--- src/rtl/core/huf_pkg.sv ---
// Shared constants, request and result codes, and controller/datapath interface types.
package huf_pkg;

    localparam int SYM_W    = 8;
    localparam int WEIGHT_W = 24;
    localparam int CODE_W   = 63;
    localparam int LEN_W    = 6;
    localparam int DEPTH_W  = 8;

    localparam logic [LEN_W-1:0] LEN_MAX = 6'd63;

    localparam logic [1:0] REQ_LOAD   = 2'd0;
    localparam logic [1:0] REQ_ENCODE = 2'd1;
    localparam logic [1:0] REQ_DECODE = 2'd2;

    localparam logic [1:0] KIND_DONE   = 2'd0;
    localparam logic [1:0] KIND_ENCODE = 2'd1;
    localparam logic [1:0] KIND_DECODE = 2'd2;

    typedef struct packed {
        logic latch;
        logic load;
        logic build_init;
        logic scan_init;
        logic mscan;
        logic mw1;
        logic mw2;
        logic code_init;
        logic leaf_init;
        logic par_rd;
        logic code_up;
        logic code_wr;
        logic walk_root;
        logic escan;
        logic erd;
        logic sel_first;
        logic dstep;
        logic dec_leaf;
        logic dec_move;
        logic dsrd;
        logic emit_done;
        logic emit_ehit;
        logic emit_emiss;
        logic emit_dnone;
        logic emit_dsym;
    } huf_cmd_t;

    typedef struct packed {
        logic req_load;
        logic req_encode;
        logic req_decode;
        logic last;
        logic built;
        logic n_zero;
        logic n_one;
        logic merge_end;
        logic scan_end;
        logic leaves_end;
        logic c_has_parent;
        logic enc_hit;
        logic enc_end;
        logic dec_bad;
        logic dec_leaf;
    } huf_stat_t;

endpackage

--- src/rtl/core/huf_ctrl.sv ---
// Controller state machine sequencing loads, tree build, encode and decode.
module huf_ctrl (
    input  logic                 clk,
    input  logic                 rst_n,
    input  logic                 start,
    output logic                 busy,
    input  huf_pkg::huf_stat_t   stat,
    output huf_pkg::huf_cmd_t    cmd
);

    typedef enum logic [16:0] {
        S_IDLE  = 17'b00000000000000001,
        S_BINIT = 17'b00000000000000010,
        S_MCHK  = 17'b00000000000000100,
        S_MSCAN = 17'b00000000000001000,
        S_MW1   = 17'b00000000000010000,
        S_MW2   = 17'b00000000000100000,
        S_CLEAF = 17'b00000000001000000,
        S_CCHK  = 17'b00000000010000000,
        S_CUP   = 17'b00000000100000000,
        S_BDONE = 17'b00000001000000000,
        S_ESCAN = 17'b00000010000000000,
        S_ERD   = 17'b00000100000000000,
        S_EOUT  = 17'b00001000000000000,
        S_DSTEP = 17'b00010000000000000,
        S_DNEXT = 17'b00100000000000000,
        S_DSRD  = 17'b01000000000000000,
        S_DSOUT = 17'b10000000000000000
    } huf_state_t;

    huf_state_t state_reg;
    huf_state_t state_next;

    assign busy = (state_reg != S_IDLE);

    always_comb
    begin
        state_next = state_reg;
        cmd        = '0;
        case (state_reg)
            S_IDLE:
            begin
                if (start)
                begin
                    cmd.latch = 1'b1;
                    if (stat.req_load)
                    begin
                        cmd.load = 1'b1;
                        if (stat.last)
                            state_next = S_BINIT;
                    end
                    else if (stat.req_encode)
                    begin
                        cmd.scan_init = 1'b1;
                        state_next    = S_ESCAN;
                    end
                    else if (stat.req_decode)
                    begin
                        if (!stat.built || stat.n_zero)
                            cmd.emit_dnone = 1'b1;
                        else if (stat.n_one)
                        begin
                            cmd.sel_first = 1'b1;
                            state_next    = S_DSRD;
                        end
                        else
                            state_next = S_DSTEP;
                    end
                end
            end
            S_BINIT:
            begin
                cmd.build_init = 1'b1;
                state_next     = stat.n_zero ? S_BDONE : S_MCHK;
            end
            S_MCHK:
            begin
                if (stat.merge_end)
                begin
                    cmd.code_init = 1'b1;
                    state_next    = S_CLEAF;
                end
                else
                begin
                    cmd.scan_init = 1'b1;
                    state_next    = S_MSCAN;
                end
            end
            S_MSCAN:
            begin
                cmd.mscan = 1'b1;
                if (stat.scan_end)
                    state_next = S_MW1;
            end
            S_MW1:
            begin
                cmd.mw1    = 1'b1;
                state_next = S_MW2;
            end
            S_MW2:
            begin
                cmd.mw2    = 1'b1;
                state_next = S_MCHK;
            end
            S_CLEAF:
            begin
                if (stat.leaves_end)
                    state_next = S_BDONE;
                else
                begin
                    cmd.leaf_init = 1'b1;
                    state_next    = S_CCHK;
                end
            end
            S_CCHK:
            begin
                if (stat.c_has_parent)
                begin
                    cmd.par_rd = 1'b1;
                    state_next = S_CUP;
                end
                else
                begin
                    cmd.code_wr = 1'b1;
                    state_next  = S_CLEAF;
                end
            end
            S_CUP:
            begin
                cmd.code_up = 1'b1;
                state_next  = S_CCHK;
            end
            S_BDONE:
            begin
                cmd.walk_root = 1'b1;
                cmd.emit_done = 1'b1;
                state_next    = S_IDLE;
            end
            S_ESCAN:
            begin
                cmd.escan = 1'b1;
                if (stat.enc_hit)
                    state_next = S_ERD;
                else if (stat.enc_end)
                begin
                    cmd.emit_emiss = 1'b1;
                    state_next     = S_IDLE;
                end
            end
            S_ERD:
            begin
                cmd.erd    = 1'b1;
                state_next = S_EOUT;
            end
            S_EOUT:
            begin
                cmd.emit_ehit = 1'b1;
                state_next    = S_IDLE;
            end
            S_DSTEP:
            begin
                cmd.dstep  = 1'b1;
                state_next = S_DNEXT;
            end
            S_DNEXT:
            begin
                if (stat.dec_bad)
                begin
                    cmd.walk_root  = 1'b1;
                    cmd.emit_dnone = 1'b1;
                    state_next     = S_IDLE;
                end
                else if (stat.dec_leaf)
                begin
                    cmd.dec_leaf = 1'b1;
                    state_next   = S_DSRD;
                end
                else
                begin
                    cmd.dec_move   = 1'b1;
                    cmd.emit_dnone = 1'b1;
                    state_next     = S_IDLE;
                end
            end
            S_DSRD:
            begin
                cmd.dsrd   = 1'b1;
                state_next = S_DSOUT;
            end
            S_DSOUT:
            begin
                cmd.emit_dsym = 1'b1;
                state_next    = S_IDLE;
            end
            default:
            begin
                state_next = S_IDLE;
            end
        endcase
    end

    always_ff @(posedge clk or negedge rst_n)
    begin
        if (!rst_n)
            state_reg <= S_IDLE;
        else
            state_reg <= state_next;
    end

`ifndef ASSERT_OFF
    a_build_busy: assert property (@(posedge clk) disable iff (!rst_n)
        (start && !busy && stat.req_load && stat.last) |=> busy)
        else $error("final load request did not start a build");
`endif

endmodule

--- config.mk ---
export PLATFORM = sky130hd
export DESIGN_NAME = huf_ctrl
export DESIGN_NICKNAME = d
export VERILOG_FILES = /design/src/rtl/core/huf_pkg.sv /design/src/rtl/core/huf_ctrl.sv
export SDC_FILE = /design/constraint.sdc
export NUM_CORES = 1
export LEC_CHECK = 0
export ABC_AREA = 1
export BUFFER_PORTS_ARGS = -buffer_cell sky130_fd_sc_hd__buf_4
export CAP_MARGIN = 20
export CORE_ASPECT_RATIO = 0.75
export CORE_MARGIN = 2
export CORE_UTILIZATION = 40
export CTS_BUF_LIST = sky130_fd_sc_hd__clkbuf_4
export DETAILED_ROUTE_END_ITERATION = 16
export HOLD_SLACK_MARGIN = 0.03
export PLACE_DENSITY = 0.65
export SLEW_MARGIN = 20
export SYNTH_ARGS = -nofsm -noshare
export SYNTH_HDL_FRONTEND = slang
export SYNTH_SLANG_ARGS = --single-unit
--- constraint.sdc ---
create_clock -name clk -period 2.6 [get_ports clk]
set_clock_uncertainty 0.1 [all_clocks]
set_input_delay 0.39 -clock clk [delete_from_list [all_inputs] [get_ports clk]]
set_output_delay 0.39 -clock clk [all_outputs]
set_load 0.01 [all_outputs]
==> summary.md <==
| Metric | Value |
|---|---|
| DR iter-0 viols | 90 |
| Delay-heaviest family, CP | simple AND/OR/NAND/NOR gates |
| Warnings, synthesis | 0 |
| Register area share after synthesis | between 20% and 30% |
| Total gr overflow | 0 |
| Row count | 19 |
| Core outline area | ~3600 sq um |
| Crit-path most repeated cell | inv_2 |
| Worst-path clk slew | ~0.10 ns |
| Initial antenna violation count | 0 |
| Inserted Clock Buffers | 3 |
| Die height | 57.06 um |
| Maximum fanout along the worst path | 7 |
| Routed vias | about 1.4k |
| Unrepaired setup endpoints after global routing | false |
| Flop-to-flop setup slack | just over 0.7 ns |
| Tmin final | about 2.4 ns |
| First-pass DRT Iterations | 5 |
| Slew Limit Fails | 0 |
| Arrival time worst endpoint | roughly 1.9 ns |
| Die X | ~75 um |
| Commonest non-fill, non-tap cell in the layout | buf_4 |
| CP max-delay cell | dfrtp_1 |
| Tightest Pin Transition | slightly below 0.3 ns |
| FF-to-FF Start | state_reg[14] |
| Drt total wl | 3.526 mm |
| Leak pwr | between 1 and 1.5 nW |
| Finish-stage setup viols | 0 |
| Placed cell area | roughly 1900 sq um |
| Most frequent cells in the layout | buf_4, inv_1, nor2_1 |
| Placer Congestion | between 0.8 and 0.9 |
| Worst skew pair latency | around 0.29 ns |
| DR vias/cell | between 4 and 5 |
| Final Hold Vio Count | 0 |
| Initial core utilization | between 40% and 50% |
| Diode count | 0 |
| Worst hold stages | 2 |
| Reg-to-reg endpoint | state_reg[10] |
| Hold worst-path end | state_reg[7] |
| Syn nets | 223 |
| CP peak stage delay | roughly 0.44 ns |
| F_max | between 400 and 500 MHz |
| CP endpoint kind | output pin |
| Slew headroom | 80.42% |
| Mapped Area | between 1500 and 2000 sq um |
| Hold_ws | slightly below 0.2 ns |
| Synth area leaders | dfrtp_1, inv_1, nor2_1 |
| Finished Layout Cells | between 300 and 400 |
| Setup crit start kind | register |
| Netlist cell types | 27 |
| Nets | about 270 |
| Setup TNS | 0 ns |
| Crit Path Category | register to output pin |
| Flops & latches, synth | 17 |
| Critical path buffers and inverters | 3 |
| Post-synthesis cell count | slightly above 200 |
| Area grow syn2layout | 27.25% |
| Clk sink count | 17 |
| Number of remaining DRC errors | 0 |
| Outcome | finished, final reports clean |
| Largest net degree at the start of global routing | 18 |
| Post-synth top area share | 26.67% |
| Cell taking the most area after synthesis | dfrtp_1 |
| Total track usage | between 10% and 20% |
| I/O pin total | 44 |
| Share of cells above drive strength 1 | roughly 37% |
| Placed cells | around 300 |
| Reg2reg path depth | 9 |
| Die area | approximately 4300 sq um |
| DPL Wire Length | roughly 3 mm |
| Routed len/inst | between 10 and 15 um |
| Pwr per Cell Area | 688.9 nW/um^2 |
| CP required | around 2.1 ns |
| Largest register FFs | 17 |
| Postcts setup bufs | 0 |
| Hold Crit Start | stat[5] |
| Number of global-route vias before repair | between 1k and 1.5k |
| Worst min-delay path category | input port to register |
| Crit-path cells | nor2_4, nand2_4, nor2_8, nand3_4, inv_2, nand2_1, inv_2, nand4_1, nand3_1, buf_4 |
| Post-layout instance area | between 1500 and 2000 sq um |
| Antenna Violating Nets Remaining | 0 |
| H-tree Lvls | 1 |
| Mean Syn Cell Area | ~7.3 sq um |
| Clock tree buffer depth | 2 |
| Period utilization | 91.70% |
| CTS tree | done |
| Clock Tree Root | clkbuf_4 |
| IO Port Bufs | 43 |
| Fill cells | between 300 and 400 |
| VDD IR-drop max | slightly below 0.4 mV |
| Max-Cap Viols | 0 |
| First-pass GRT wire length | 5.692 mm |
-- cell usage after synthesis --
master / n
inv_1: 43
nor2_1: 39
nand2_1: 25
dfrtp_1: 16
nand3_2: 12
nand3_1: 9
nor2_2: 7
nand3b_1: 6
nor3_1: 6
o21ai_0: 5
inv_2: 4
nand2_2: 4
nand2_4: 4
nand3_4: 4
nor2_4: 4
nand4_1: 3
nor2_8: 3
o22ai_1: 2
a21oi_1: 1
buf_6: 1
buf_8: 1
clkinv_1: 1
dfstp_2: 1
nand4_2: 1
nor4_1: 1
nor4_2: 1
or2_1: 1
-- metrics by stage --
step,power (mW),utilization (%),worst slack [ns]
final,1.316,52.53,0.2159
after global routing,1.423,52.53,0.06859
after CTS,1.326,52.53,0.1934
after detailed placement,1.165,51.43,0.5530
after global placement,1.171,51.43,0.5294
after floorplan,0.9800,-,0.6939
-- what timing repair did --
action                    in CTS  in global routing
gates resized for setup        0                  0
hold buffers                   1                  0
hold endpoints to repair      16                  0
-- cell type report --
| class | count | area [sq um] | share of cell area, % |
|---|---|---|---|
| Tap cell | 52 | 65.06 | 3.405 |
| Timing Repair Buffer | 45 | 340.3 | 17.81 |
| Inverter | 48 | 180.2 | 9.430 |
| Multi-Input combinational cell | 138 | 868.3 | 45.45 |
| Sequential cell | 17 | 426.7 | 22.33 |
| Clock buffer | 4 | 30.03 | 1.572 |
-- cell families after synthesis --
logic type,count (synthesis),synth area share [%]
AND/OR/NAND/NOR,130,55.00
buffers and inverters,50,13.75
flip-flops,17,28.42
AO/OA/AOI/OAI,8,2.833
-- report_power, final --
part | internal (mW) | switching (mW)
clock | 0.0701 | 0.0833
combinational | 0.297 | 0.530
sequential | 0.304 | 0.0317
total | 0.671 | 0.645
-- worst max-delay path by stage --
stage	start	endpoint	slack (ns)	cells past startpoint
CTS	state_reg[5]	cmd[1]	0.19	10
floorplan	state_reg[6]	cmd[21]	0.69	7
global route	state_reg[5]	cmd[1]	0.07	10
detailed placement	state_reg[5]	cmd[1]	0.55	10
global placement	state_reg[5]	cmd[1]	0.53	10
finish	state_reg[5]	cmd[1]	0.22	10
-- metal layers --
| layer | track usage [%] | vias up | routed length [um] |
|---|---|---|---|
| li1 | - | 735 | - |
| met1 | 26.88 | 633 | 1809 |
| met2 | 25.28 | 52 | 1459 |
| met3 | 4.594 | 2 | 244 |
| met4 | 2.296 | 0 | 13 |
| met5 | 0 | - | 0 |
(Power assumes the default switching activity.)
